==> config.mk <==
export PLATFORM = sky130hd
export DESIGN_NAME = wuf_init
export DESIGN_NICKNAME = d
export VERILOG_FILES = /design/src/hdl/wuf_pkg.sv /design/src/hdl/wuf_init.sv
export SDC_FILE = /design/constraint.sdc
export NUM_CORES = 1
export LEC_CHECK = 0
export BUFFER_PORTS_ARGS = -buffer_cell sky130_fd_sc_hd__buf_2
export CORE_MARGIN = 2
export CORE_UTILIZATION = 25
export DETAILED_ROUTE_END_ITERATION = 6
export PLACE_DENSITY = 0.58
export SYNTH_ARGS = -nofsm -noshare
export SYNTH_HDL_FRONTEND = slang
export SYNTH_SLANG_ARGS = --single-unit
export TNS_END_PERCENT = 50
==> constraint.sdc <==
create_clock -name clk -period 1.41 [get_ports clk]
set_input_delay 0.141 -clock clk [delete_from_list [all_inputs] [get_ports clk]]
set_output_delay 0.141 -clock clk [all_outputs]
set_load 0.05 [all_outputs]
==> src/hdl/wuf_pkg.sv <==
// shared types and constants for the weighted union-find unit
package wuf_pkg;

    localparam int ELEM_W      = 10;
    localparam int COUNT_W     = 11;
    localparam int COUNT_LIMIT = 2047;
    localparam int RESET_COUNT = 1024;

    typedef enum logic [2:0] {
        S_IDLE,
        S_WALK_P,
        S_WALK_Q,
        S_SIZE_P,
        S_SIZE_Q,
        S_DONE
    } wuf_state_t;

    typedef struct packed {
        logic              kind;
        logic [ELEM_W-1:0] p;
        logic [ELEM_W-1:0] q;
    } wuf_req_t;

    typedef struct packed {
        logic [ELEM_W-1:0]  root_p;
        logic [ELEM_W-1:0]  root_q;
        logic               same_set;
        logic [COUNT_W-1:0] set_total;
        logic               bad_index;
    } wuf_res_t;

    typedef struct packed {
        logic               busy;
        logic [COUNT_W-1:0] count;
        logic [COUNT_W-1:0] sets;
    } wuf_stat_t;

endpackage

==> src/hdl/wuf_init.sv <==
// element count register, set counter and the table clearing sweep
module wuf_init import wuf_pkg::*; #(
    parameter int MAX_ELEMENTS = 1024,
    localparam int AW = $clog2(MAX_ELEMENTS)
) (
    input  logic               clk,
    input  logic               rst_n,
    input  logic               cfg_valid,
    output logic               cfg_ready,
    input  logic [COUNT_W-1:0] cfg_data,
    input  logic               dec,
    output wuf_stat_t          stat,
    output logic [AW-1:0]      clr_addr
);

    localparam int CAP_INT = (MAX_ELEMENTS > COUNT_LIMIT) ? COUNT_LIMIT : MAX_ELEMENTS;
    localparam int RST_INT = (RESET_COUNT > MAX_ELEMENTS) ? MAX_ELEMENTS : RESET_COUNT;
    localparam logic [COUNT_W-1:0] CNT_CAP = COUNT_W'(CAP_INT);
    localparam logic [COUNT_W-1:0] RST_CNT = COUNT_W'(RST_INT);
    localparam logic [AW-1:0]      LAST_IDX = AW'(MAX_ELEMENTS - 1);

    logic               busy_reg, busy_next;
    logic [AW-1:0]      idx_reg, idx_next;
    logic [COUNT_W-1:0] count_reg, count_next;
    logic [COUNT_W-1:0] sets_reg, sets_next;
    logic [COUNT_W-1:0] clamped;
    logic               wr;

    assign cfg_ready = 1'b1;
    assign wr = cfg_valid && cfg_ready;

    always_comb
    begin
        if (cfg_data == '0)
        begin
            clamped = COUNT_W'(1);
        end
        else if (cfg_data > CNT_CAP)
        begin
            clamped = CNT_CAP;
        end
        else
        begin
            clamped = cfg_data;
        end
    end

    always_comb
    begin
        busy_next  = busy_reg;
        idx_next   = idx_reg;
        count_next = count_reg;
        sets_next  = sets_reg;
        if (wr)
        begin
            // a write restarts the sweep from entry zero
            busy_next  = 1'b1;
            idx_next   = '0;
            count_next = clamped;
            sets_next  = clamped;
        end
        else
        begin
            if (busy_reg)
            begin
                idx_next = idx_reg + AW'(1);
                if (idx_reg == LAST_IDX)
                begin
                    busy_next = 1'b0;
                    idx_next  = '0;
                end
            end
            if (dec && sets_reg != '0)
            begin
                sets_next = sets_reg - COUNT_W'(1);
            end
        end
    end

    always_ff @(posedge clk or negedge rst_n)
    begin
        if (!rst_n)
        begin
            busy_reg  <= 1'b1;
            idx_reg   <= '0;
            count_reg <= RST_CNT;
            sets_reg  <= RST_CNT;
        end
        else
        begin
            busy_reg  <= busy_next;
            idx_reg   <= idx_next;
            count_reg <= count_next;
            sets_reg  <= sets_next;
        end
    end

    assign stat.busy  = busy_reg;
    assign stat.count = count_reg;
    assign stat.sets  = sets_reg;
    assign clr_addr   = idx_reg;

endmodule

==> results by group <==
Final layout
  • Commonest non-fill, non-tap cell in the layout: buf_2
  • Post-layout util: 38.2%
  • ANT cells: 0
  • Final net count: 288
  • Fin area: 2580 um^2
  • Most frequent cells in the layout: buf_2, buf_4, dfrtp_1
  • Filler Cell Count: 715
  • Final cell count without fillers: 352
  • Synthesis-to-layout area growth: 48.6%
  • Layout cells sized above 1: 47.4%

Die
  • Die Area: 7630 um^2
  • Die Span X: 87.3 um
  • Placeable core area: 6760 um^2
  • Initial Util: 25.7%
  • Num ports: 49
  • Die Ht: 87.3 um
  • # rows: 30

Yosys
  • Syn_nets: 200
  • Netlist cell types: 45
  • Post-synth top flop: dfrtp_1
  • Synth top area cells: dfrtp_1, o21ai_0, dfstp_2
  • Synthesis Warnings: 0
  • Synth Cell Area: 1740 um^2
  • Post-synthesis average cell area: 9.49 um^2
  • Synth async-reset ratio: 100%
  • Number of flops mapped to enable cells by yosys: 0
  • Yosys reg bits: 33
  • Sequential area share after synthesis: 47.8%
  • Synth area leader: dfrtp_1
  • Top cell type's share of synthesized area: 43.2%
  • Syn Inst Count: 183

Flow run
  • Max-Cap Viols: 0

Placed design
  • HPWL Detailed: 3.63 mm
  • Port buffer count: 47
  • Placed Cells: 342
  • GP Congestion: 0.757
  • Cell Area, Placed: 2400 um^2
  • Pre-CTS setup slack: -0.182 ns

CTS
  • Worst-skew pair later-pin latency: 0.29 ns
  • CTS root buf: clkbuf_8
  • CTS sink count: 33
  • CTS tree: built
  • Worst-path clk slew: 0.07 ns
  • Clock H-tree levels: 2
  • Max Buffers Root-to-Sink: 2
  • CTS Buf Count: 5

Pwr
  • PwrDens: 1230 nW/um^2
  • Gate power share: 35.6%
  • Leak pwr: 1.26 nW
  • Internal power: 2.04 mW
  • Peak VDD IR: 0.000419 V
  • NetSw: 1.13 mW
  • Seq pwr share: 35.2%
  • Clock Power Share: 29.2%
  • Switching Fraction: 35.7%
  • Power Total: 3.18 mW

Route
  • 1st-iter DRT viols: 56
  • Initial DRT Pass Iterations: 4
  • Routed len/inst: 13.5 um
  • Via count: 1661
  • DRC errors left: 0
  • Drt via density: 4.72
  • Detailed Route WL: 4.76 mm
  • Post-route ant nets: 0

Hold path
  • Hold WC Path Type: in -> reg

Global routing
  • GRT Resource Usage Total: 13.7%
  • Number of global-route vias before repair: 1716
  • Grt total ovfl: 0
  • Initial antenna violation count: 0
  • First-pass GRT wire length: 8.16 mm
  • Pin count of the biggest net entering global routing: 34

STA
  • Clock skew: 0.00973 ns
  • Max Clk Rate: 631 MHz
  • Tcrit/Tclk final: 112%
  • Hold_ws: 0.0948 ns
  • Fin Setup TNS: -0.908 ns
  • Final worst slack: -0.176 ns
  • Crit path time final: 1.59 ns
  • Endpoints failing setup: 12
  • Final Hold Vio Count: 0
  • Max-slew violations: 0
  • RSZ-0062 raised after global routing: yes

Critical path
  • WP data required: 1.58 ns
  • Crit-path max FO: 4
  • CP arrival: 1.75 ns
  • Crit path kind: reg -> reg
  • Setup crit end kind: flop
  • CP startpoint kind: flop

Run status
  • Failing checks: setup timing
  • Status: finished with violations
## what timing repair did
item | 4_1_cts | 5_1_grt
hold buffers | 1 | 0
gates cloned | 0 | 0
endpoints found under the hold margin | 30 | 0
pin swaps | 4 | 2
setup buffers | 1 | 0
endpoints found under the setup margin | 17 | 17
gates resized for setup | 6 | 5
## power by group through the flow
stage	Sequential [mW]	Combinational (mW)	Clock, mW
global placement	1.13	1.07	0
floorplan	1.49	0.325	0
global route	1.13	1.22	0.992
detailed placement	1.14	1.08	0
CTS	1.12	1.12	0.949
finish	1.12	1.13	0.928
## layer usage
| metal | vias to the layer above | wire length, um | GRT usage [%] |
|---|---|---|---|
| met3 | 9 | 322 | 4.74 |
| met4 | 0 | 76 | 4.62 |
| met5 | - | 0 | 0 |
| met1 | 786 | 2180 | 17.4 |
| li1 | 822 | - | - |
| met2 | 44 | 2180 | 21.8 |
## cells in the mapped netlist, drive strengths merged, types with 2 or more instances
cell type / instances
dfrtp: 30
o21ai: 20
inv: 17
nand2: 15
nor2: 11
a21oi: 10
clkbuf: 7
a31oi: 6
nand4: 5
nand3: 4
a21o: 3
a22o: 3
and3: 3
buf: 3
dfstp: 3
nand2b: 3
xnor2: 3
a41oi: 2
and2: 2
ha: 2
mux2i: 2
nor3: 2
o211ai: 2
o31ai: 2
or2: 2
or3: 2
or4: 2
xor2: 2
## kinds of logic after synthesis
kind of cell,share of synthesized area (%)
xor+xnor,2.52
simple gates,18.9
flops,47.8
compound gates,21.0
buf+inv,6.34
fa+ha+maj,1.44
other cells,0.216
mux,1.80
## final cells by class
| class | count | area [um^2] | area share [%] |
|---|---|---|---|
| Clock buffer | 7 | 86.3 | 3.35 |
| Tap cell | 80 | 100 | 3.88 |
| Inverter | 17 | 63.8 | 2.47 |
| Clock inverter | 1 | 30.0 | 1.16 |
| Timing Repair Buffer | 91 | 576 | 22.3 |
| Sequential cell | 33 | 842 | 32.6 |
| Multi-Input combinational cell | 123 | 882 | 34.2 |
## worst paths after layout
path | startpoint | to | slack [ns] | cells past startpoint
max in group asynchronous | rst_n | sets_reg[0]$_DFFE_PN0P_ | 0.65 | 3
hold reg to reg | count_reg[10]$_DFFE_PN1P_ | count_reg[10]$_DFFE_PN1P_ | 0.49 | 2
min in group asynchronous | rst_n | clr_addr[9]$_DFFE_PN0P_ | 0.41 | 3
setup reg to reg | sets_reg[1]$_DFFE_PN0P_ | sets_reg[3]$_DFFE_PN0P_ | -0.18 | 5
hold / removal | cfg_data[9] | sets_reg[9]$_DFFE_PN0P_ | 0.09 | 3
setup / recovery | sets_reg[1]$_DFFE_PN0P_ | sets_reg[3]$_DFFE_PN0P_ | -0.18 | 5
## critical path, stage by stage, from the launching register on
cell,delay (ns)
dfrtp_2,0.41
buf_4,0.16
or3_4,0.38
a311oi_2,0.28
xnor2_1,0.16
o21ai_1,0.08
Note: power is estimated with default switching activity, not from simulation.
