File: src/hdl/wuf_pkg.sv
// shared types and constants for the weighted union-find unit
package wuf_pkg;

    localparam int ELEM_W      = 10;
    localparam int COUNT_W     = 11;
    localparam int COUNT_LIMIT = 2047;
    localparam int RESET_COUNT = 1024;

    typedef enum logic [2:0] {
        S_IDLE,
        S_WALK_P,
        S_WALK_Q,
        S_SIZE_P,
        S_SIZE_Q,
        S_DONE
    } wuf_state_t;

    typedef struct packed {
        logic              kind;
        logic [ELEM_W-1:0] p;
        logic [ELEM_W-1:0] q;
    } wuf_req_t;

    typedef struct packed {
        logic [ELEM_W-1:0]  root_p;
        logic [ELEM_W-1:0]  root_q;
        logic               same_set;
        logic [COUNT_W-1:0] set_total;
        logic               bad_index;
    } wuf_res_t;

    typedef struct packed {
        logic               busy;
        logic [COUNT_W-1:0] count;
        logic [COUNT_W-1:0] sets;
    } wuf_stat_t;

endpackage

File: src/hdl/wuf_seq.sv
// request sequencer: two root walks, size compare and link write-back
module wuf_seq import wuf_pkg::*; #(
    parameter int MAX_ELEMENTS = 1024,
    localparam int AW = $clog2(MAX_ELEMENTS)
) (
    input  logic               clk,
    input  logic               rst_n,
    input  logic               req_valid,
    output logic               req_ready,
    input  wuf_req_t           req,
    input  wuf_stat_t          stat,
    output logic               dec,
    output logic [AW-1:0]      par_raddr,
    input  logic [AW-1:0]      par_rdata,
    output logic               par_we,
    output logic [AW-1:0]      par_waddr,
    output logic [AW-1:0]      par_wdata,
    output logic [AW-1:0]      sz_raddr,
    input  logic [COUNT_W-1:0] sz_rdata,
    output logic               sz_we,
    output logic [AW-1:0]      sz_waddr,
    output logic [COUNT_W-1:0] sz_wdata,
    input  logic               out_free,
    output logic               res_valid,
    output wuf_res_t           res
);

    wuf_state_t         state_reg, state_next;
    logic               kind_reg, kind_next;
    logic [ELEM_W-1:0]  q_reg, q_next;
    logic [AW-1:0]      x_reg, x_next;
    logic [AW-1:0]      rp_reg, rp_next;
    logic [AW-1:0]      rq_reg, rq_next;
    logic               same_reg, same_next;
    logic               bad_reg, bad_next;
    logic [COUNT_W-1:0] szp_reg, szp_next;
    logic               is_root;
    logic               bad_req;
    logic [COUNT_W-1:0] sz_sum;

    assign is_root = (par_rdata == x_reg);
    assign bad_req = ({1'b0, req.p} >= stat.count) || ({1'b0, req.q} >= stat.count);
    assign sz_sum  = szp_reg + sz_rdata;

    always_comb
    begin
        state_next = state_reg;
        kind_next  = kind_reg;
        q_next     = q_reg;
        x_next     = x_reg;
        rp_next    = rp_reg;
        rq_next    = rq_reg;
        same_next  = same_reg;
        bad_next   = bad_reg;
        szp_next   = szp_reg;
        req_ready  = 1'b0;
        dec        = 1'b0;
        par_raddr  = x_reg;
        par_we     = 1'b0;
        par_waddr  = rq_reg;
        par_wdata  = rp_reg;
        sz_raddr   = rp_reg;
        sz_we      = 1'b0;
        sz_waddr   = rp_reg;
        sz_wdata   = sz_sum;
        res_valid  = 1'b0;
        res.root_p    = ELEM_W'(rp_reg);
        res.root_q    = ELEM_W'(rq_reg);
        res.same_set  = same_reg;
        res.set_total = stat.sets;
        res.bad_index = bad_reg;

        case (state_reg)
            S_IDLE:
            begin
                req_ready = !stat.busy;
                par_raddr = AW'(req.p);
                if (req_valid && !stat.busy)
                begin
                    kind_next = req.kind;
                    q_next    = req.q;
                    x_next    = AW'(req.p);
                    bad_next  = bad_req;
                    if (bad_req)
                    begin
                        rp_next    = '0;
                        rq_next    = '0;
                        same_next  = 1'b0;
                        state_next = S_DONE;
                    end
                    else
                    begin
                        state_next = S_WALK_P;
                    end
                end
            end
            S_WALK_P:
            begin
                if (is_root)
                begin
                    rp_next    = x_reg;
                    x_next     = AW'(q_reg);
                    par_raddr  = AW'(q_reg);
                    state_next = S_WALK_Q;
                end
                else
                begin
                    x_next    = par_rdata;
                    par_raddr = par_rdata;
                end
            end
            S_WALK_Q:
            begin
                par_raddr = par_rdata;
                if (is_root)
                begin
                    rq_next   = x_reg;
                    same_next = (x_reg == rp_reg);
                    // size of p's root is fetched while deciding
                    sz_raddr  = rp_reg;
                    if (kind_reg && (x_reg != rp_reg))
                    begin
                        state_next = S_SIZE_P;
                    end
                    else
                    begin
                        state_next = S_DONE;
                    end
                end
                else
                begin
                    x_next = par_rdata;
                end
            end
            S_SIZE_P:
            begin
                szp_next   = sz_rdata;
                sz_raddr   = rq_reg;
                state_next = S_SIZE_Q;
            end
            S_SIZE_Q:
            begin
                // smaller tree goes under the larger, ties put q's root under p's
                par_we = 1'b1;
                sz_we  = 1'b1;
                dec    = 1'b1;
                if (szp_reg < sz_rdata)
                begin
                    par_waddr = rp_reg;
                    par_wdata = rq_reg;
                    sz_waddr  = rq_reg;
                end
                else
                begin
                    par_waddr = rq_reg;
                    par_wdata = rp_reg;
                    sz_waddr  = rp_reg;
                end
                state_next = S_DONE;
            end
            S_DONE:
            begin
                if (out_free)
                begin
                    res_valid  = 1'b1;
                    state_next = S_IDLE;
                end
            end
            default:
            begin
                state_next = S_IDLE;
            end
        endcase
    end

    always_ff @(posedge clk or negedge rst_n)
    begin
        if (!rst_n)
        begin
            state_reg <= S_IDLE;
        end
        else
        begin
            state_reg <= state_next;
        end
    end

    always_ff @(posedge clk)
    begin
        kind_reg <= kind_next;
        q_reg    <= q_next;
        x_reg    <= x_next;
        rp_reg   <= rp_next;
        rq_reg   <= rq_next;
        same_reg <= same_next;
        bad_reg  <= bad_next;
        szp_reg  <= szp_next;
    end

endmodule

File: config.mk
export PLATFORM = sky130hd
export DESIGN_NAME = wuf_seq
export DESIGN_NICKNAME = d
export VERILOG_FILES = /design/src/hdl/wuf_pkg.sv /design/src/hdl/wuf_seq.sv
export SDC_FILE = /design/constraint.sdc
export NUM_CORES = 1
export LEC_CHECK = 0
export BUFFER_PORTS_ARGS = -buffer_cell sky130_fd_sc_hd__buf_2
export CELL_PAD_IN_SITES_DETAIL_PLACEMENT = 1
export CELL_PAD_IN_SITES_GLOBAL_PLACEMENT = 1
export CORE_ASPECT_RATIO = 1.2
export CORE_MARGIN = 2
export CORE_UTILIZATION = 41
export DETAILED_ROUTE_END_ITERATION = 16
export PLACE_DENSITY = 0.95
export SETUP_SLACK_MARGIN = 0.2
export SLEW_MARGIN = 40
export SYNTH_ARGS = -nofsm -noshare
export SYNTH_HDL_FRONTEND = slang
export SYNTH_SLANG_ARGS = --single-unit
File: constraint.sdc
create_clock -name clk -period 4.7 [get_ports clk]
set_input_delay 0.235 -clock clk [delete_from_list [all_inputs] [get_ports clk]]
set_output_delay 0.235 -clock clk [all_outputs]
set_load 0.02 [all_outputs]
==> impl_metrics.yaml, run 1 <==
cts:
  htree_levels: 3
  cts_buffers: 9
  worst_skew_pair.late_latency_ps: 320
  clockBufferDepth: 2
  holdBufCountCts: 1
  cts_tree: "yes"
  cts_num_sinks: 57
  cts_setup_buffers: 0
  cts_root_buffer: "clkbuf_16"
  post_cts_resized: 0
  clk_pin_slew_worst_paths_ps: 60
timing:
  finClkSkew_ps: 9.58
  setup_viol: 0
  fin_crit_ps: 3220
  clock.fmax_mhz: 311
  min_period_over_period_pct: 68.5
  setup_tns_ps: 0
  slew_violations: 0
  max_slew_margin_pct: 47.5
  worst_pin_slew_ps: 785
  final_hold_viol_count: 0
  rsz0062_at_grt: "false"
final_layout:
  finalNonFillerCells: 749
  fillCellCount: 1322
  largest_reg_flops: 11
  diodes: 0
  final_util_pct: 50.8
  regArea_sq_mm: 0.00170
  drive_gt1_share_pct: 32.9
  area_growth_pct: 20.6
  final_area_sq_mm: 0.00563
  layout_common_cells: "buf_2, edfxtp_1, ha_1"
  final_common_cell: "buf_2"
  nets: 701
  multiInputGateArea_sq_mm: 0.00259
detailed_routing:
  vias: 4062
  drt_wl_total_um: 13500
  drc_errors: 0
  drt_iter0_markers: 211
  dr.pass1.iters: 4
  wl_per_cell_um: 18.0
  ant_nets: 0
  vias_per_cell: 5.42
grt:
  use_met3_pct: 3.23
  grt_use_met1_pct: 25.8
  grt_pass1_vias: 4338
  busiest_layer: "met2"
  grt_max_degree: 26
  overflow: 0
  antenna_found_initial: 0
  grt_pass1_wl_um: 21600
  grt_util_met2_pct: 42.1
  grtUsageTotal_pct: 22.6
synth:
  synth_top_area_cell: "edfxtp_1"
  synth-edff-count: 54
  ys_top_cells_by_area: "edfxtp_1, ha_1, mux2_2"
  synthArstFlopShare_pct: 5.26
  syn_inst: 471
  synth_top_area_share_pct: 34.7
  synth_fp_nets: 582
  syn_avg_cell_area_sq_um: 9.91
  yosys_register_bits: 57
  synth_area_sq_mm: 0.00467
  synth_flop_cell: "edfxtp_1"
  yosys_warnings: 0
  ys_types: 48
  yosysSeqAreaShare_pct: 36.3
setup_path:
  cp_cell_sequence: "inv_1 -> nor2_1 -> nand3_1 -> o21ai_4 -> mux2_2 -> buf_2"
  start_kind: "flop"
  critPathKind: "reg -> out"
  slowest_stage: "dfrtp_1"
  arrival_ps: 2990
  cp_max_fo: 25
  end_kind: "primary output"
  max_stage_delay_ps: 590
  path_buf_inv: 2
  critical-path-top-delay-family: "flip-flops"
  rrSetupSlack_ps: 1500
  required_ps: 4470
floorplanning:
  die_w_um: 101
  core_area_sq_mm: 0.0111
  io_pins: 168
  fp.dieArea_sq_mm: 0.0123
  rows: 42
  die_y_um: 121
  start_util_pct: 42.1
pwr:
  power.leakage_nw: 2.55
  power.total_mw: 1.39
  vdd_ir_drop_max_mv: 0.148
  cellPowerDensity_mw_per_mm2: 246
place:
  gp_congestion: 0.861
  dpl_cell_area_sq_mm: 0.00537
  dp.cells: 732
  io_buffers: 145
  dp_hpwl_um: 10600
job:
  maxCapViolations: 0
status:
  run_status: "complete, no violations"
worst_hold_path:
  worst_hold_path_type: "in -> reg"
-- synthesized netlist by cell type (4+ instances only) --
master / instances
nand2_1: 28
and2b_1: 6
edfxtp_1: 54
o22a_1: 11
nor2b_1: 7
xnor2_1: 17
and2_1: 20
and3_1: 21
xor2_1: 11
buf_4: 28
nand3_1: 4
inv_1: 38
ha_1: 41
o211ai_1: 5
o21ai_0: 18
nor2_1: 25
clkbuf_1: 9
o31a_1: 10
nand4_1: 4
mux2i_1: 11
a21oi_1: 17
mux2_2: 30
or3_1: 12
-- per-stage QoR --
stage          hold WS [ps]  setup slack [ps]
2_1_floorplan         -60.6              2240
3_3_place_gp           33.2              1760
3_5_place_dp           38.2              1570
4_1_cts                81.6              1490
5_1_grt                86.6              1210
6_report               98.9              1480
-- final timing paths --
kind	cells after the start	end	from
max in group asynchronous	2	state_reg[1]	rst_n
max reg2reg	6	x_reg[3]	state_reg[1]
min	1	kind_reg	req[20]
min reg2reg	2	x_reg[0]	q_reg[0]
min in group asynchronous	2	state_reg[0]	rst_n
max	6	sz_waddr[1]	state_reg[2]
-- routing by layer --
metal | up-vias | part of all wire, %
met5 | - | 0
met1 | 2011 | 40
li1 | 1907 | -
met3 | 16 | 4.4
met2 | 128 | 54
met4 | 0 | 1.7
-- area by class of cell --
| type | count | area share, % |
|---|---|---|
| multi-input cells | 336 | 46.0 |
| flip-flops and latches | 57 | 30.1 |
| repair buffers | 148 | 13.3 |
| clock buffers | 12 | 4.20 |
| well taps | 154 | 3.42 |
| inverters | 38 | 2.53 |
| clock inverters | 4 | 0.355 |
-- report_power, final --
part	switching, mW	total [mW]	internal [mW]
registers	0.0196	0.588	0.568
logic	0.129	0.228	0.0992
clock network	0.217	0.570	0.352
-- cells by family after synthesis --
logic type               share of synthesized area (%)
AND/OR/NAND/NOR                                   16.1
AO/OA/AOI/OAI                                     12.7
buffers and inverters                             8.60
flip-flops                                        36.3
adder cells (fa/ha/maj)                           11.4
multiplexers                                      9.60
XOR/XNOR                                          5.25
Power figures use the tool's default switching activity.
==> run 2, diff against run 1 <==
--- a/config.mk
+++ b/config.mk
@@ -10,9 +10,9 @@
 export CELL_PAD_IN_SITES_GLOBAL_PLACEMENT = 1
 export CORE_ASPECT_RATIO = 1.2
 export CORE_MARGIN = 2
-export CORE_UTILIZATION = 41
+export CORE_UTILIZATION = 38
 export DETAILED_ROUTE_END_ITERATION = 16
-export PLACE_DENSITY = 0.95
+export PLACE_DENSITY = 0.93
 export SETUP_SLACK_MARGIN = 0.2
 export SLEW_MARGIN = 40
 export SYNTH_ARGS = -nofsm -noshare
==> constraint.sdc (replaced) <==
create_clock -name clk -period 3.1 [get_ports clk]
set_input_delay 0.155 -clock clk [delete_from_list [all_inputs] [get_ports clk]]
set_output_delay 0.155 -clock clk [all_outputs]
set_load 0.02 [all_outputs]
==> run 2 against run 1 <==
Non-clock buffer count grew 15. Critical endpoint is now sz_wdata[10]. Final cell count increased by 2.8%. Worst setup slack got worse by 1200 ps. Clock power grew 54%. Flip-flop and latch count stayed put. First-iteration DRC count grew 29%. Critical path depth is 4 higher.
==> impl_metrics.yaml, run 2 (synthesis gave the netlist of run 1 again) <==
final_layout:
  final_area_sq_mm: 0.00576
  diodes: 0
  area_growth_pct: 23.4
  largest_reg_flops: 11
  final_common_cell: "buf_2"
  drive_gt1_share_pct: 34.6
  nets: 716
  layout_common_cells: "buf_2, edfxtp_1, ha_1"
  fillCellCount: 1422
  final_util_pct: 47.8
timing:
  worst_pin_slew_ps: 803
  max_slew_margin_pct: 46.1
  slew_violations: 0
  finClkSkew_ps: 9.92
  min_period_over_period_pct: 89.9
  fin_crit_ps: 2790
  clock.fmax_mhz: 359
  setup_viol: 0
  layout_setup_ws_ps: 312
  rsz0062_at_grt: "true"
  setup_tns_ps: 0
  final_hold_viol_count: 0
detailed_routing:
  vias_per_cell: 5.41
  drt_wl_total_um: 14400
  wl_per_cell_um: 18.7
  vias: 4167
  dr.pass1.iters: 4
  ant_nets: 0
  drc_errors: 0
  drt_iter0_markers: 273
pwr:
  power.leakage_nw: 2.61
  power.total_mw: 2.12
  vdd_ir_drop_max_mv: 0.224
  cellPowerDensity_mw_per_mm2: 369
setup_path:
  cp_cell_sequence: "ha_1 -> inv_1 -> fa_2 -> o21ba_1 -> o211ai_1 -> a2111oi_4 -> o31ai_1 -> a21oi_1 -> xor2_1 -> buf_4"
  critPathKind: "reg -> out"
  max_stage_delay_ps: 370
  cp_max_fo: 2
  end_kind: "primary output"
  slowest_stage: "fa_2"
  arrival_ps: 2630
  start_kind: "flop"
  required_ps: 2940
grt:
  grt_use_met1_pct: 24.9
  overflow: 0
  use_met3_pct: 5.63
  busiest_layer: "met2"
  grt_util_met2_pct: 38.1
  grt_max_degree: 25
  antenna_found_initial: 0
  grt_pass1_vias: 4409
  grt_pass1_wl_um: 22700
  grtUsageTotal_pct: 21.9
status:
  run_status: "complete, no violations"
cts:
  htree_levels: 3
  worst_skew_pair.late_latency_ps: 330
  clockBufferDepth: 2
  clk_pin_slew_worst_paths_ps: 60
  cts_buffers: 9
  cts_num_sinks: 57
  cts_tree: "yes"
  cts_root_buffer: "clkbuf_16"
place:
  dp_hpwl_um: 11200
  gp_congestion: 0.872
  dpl_cell_area_sq_mm: 0.00542
  place_ws_ps: 361
  io_buffers: 145
floorplanning:
  start_util_pct: 38.7
  rows: 44
  die_w_um: 105
  core_area_sq_mm: 0.0121
  fp.dieArea_sq_mm: 0.0132
  die_y_um: 125
  io_pins: 168
job:
  maxCapViolations: 0
worst_hold_path:
  worst_hold_path_type: "in -> reg"
-- run 2: where the power goes --
group / switching [mW] / internal, mW / total [mW]
Sequential: 0.0237 / 0.861 / 0.885
Combinational: 0.208 / 0.158 / 0.366
Clock: 0.349 / 0.526 / 0.875
-- run 2: path summary, 6_finish.rpt --
| kind | cells past startpoint | endpoint | slack [ps] | from |
|---|---|---|---|---|
| max | 10 | sz_wdata[10] | 310 | szp_reg[0] |
| min | 1 | q_reg[0] | 20 | req[0] |
| max reg2reg | 9 | x_reg[2] | 390 | x_reg[1] |
| min reg2reg | 2 | state_reg[1] | 600 | kind_reg |
| max in group asynchronous | 2 | state_reg[1] | 2830 | rst_n |
| min in group asynchronous | 2 | state_reg[2] | 160 | rst_n |
-- run 2: what timing repair did --
item                                    CTS  global route
buffers inserted                          5             0
hold endpoints to repair                  4             0
endpoints found under the setup margin   10            41
resized for setup                         1             5
pin swaps                                 1             2
hold buffers                              2             0
-- run 2: critical path, delay by kind of cell, from the launching register on --
family                   cells  cell delay (ps)
flip-flops                   1              360
buffers and inverters        2              240
XOR/XNOR                     1              180
adder cells (fa/ha/maj)      2              540
AO/OA/AOI/OAI                5              980
-- run 2: layout make-up --
| type | instances | area, sq um | share of cell area [%] |
|---|---|---|---|
| multi-input cells | 336 | 2600 | 45.1 |
| flip-flops and latches | 57 | 1700 | 29.5 |
| repair buffers | 163 | 868 | 15.1 |
| clock buffers | 10 | 229 | 3.98 |
| well taps | 161 | 201 | 3.50 |
| inverters | 38 | 143 | 2.48 |
| clock inverters | 5 | 23.8 | 0.413 |
-- run 2: through the flow --
| stage | instances | hold WS (ps) |
|---|---|---|
| after global placement | 748 | -49.4 |
| final | 770 | 21.8 |
| after global routing | 770 | 5.68 |
| after floorplan | 471 | -141 |
| after detailed placement | 748 | -47.9 |
| after CTS | 770 | 9.35 |
-- run 2: metal layers --
metal  share of wire (%)  up-vias
met5                   0        -
met3                 5.9       41
met1                  40     2012
met4                 3.7        0
li1                    -     1934
met2                  50      180
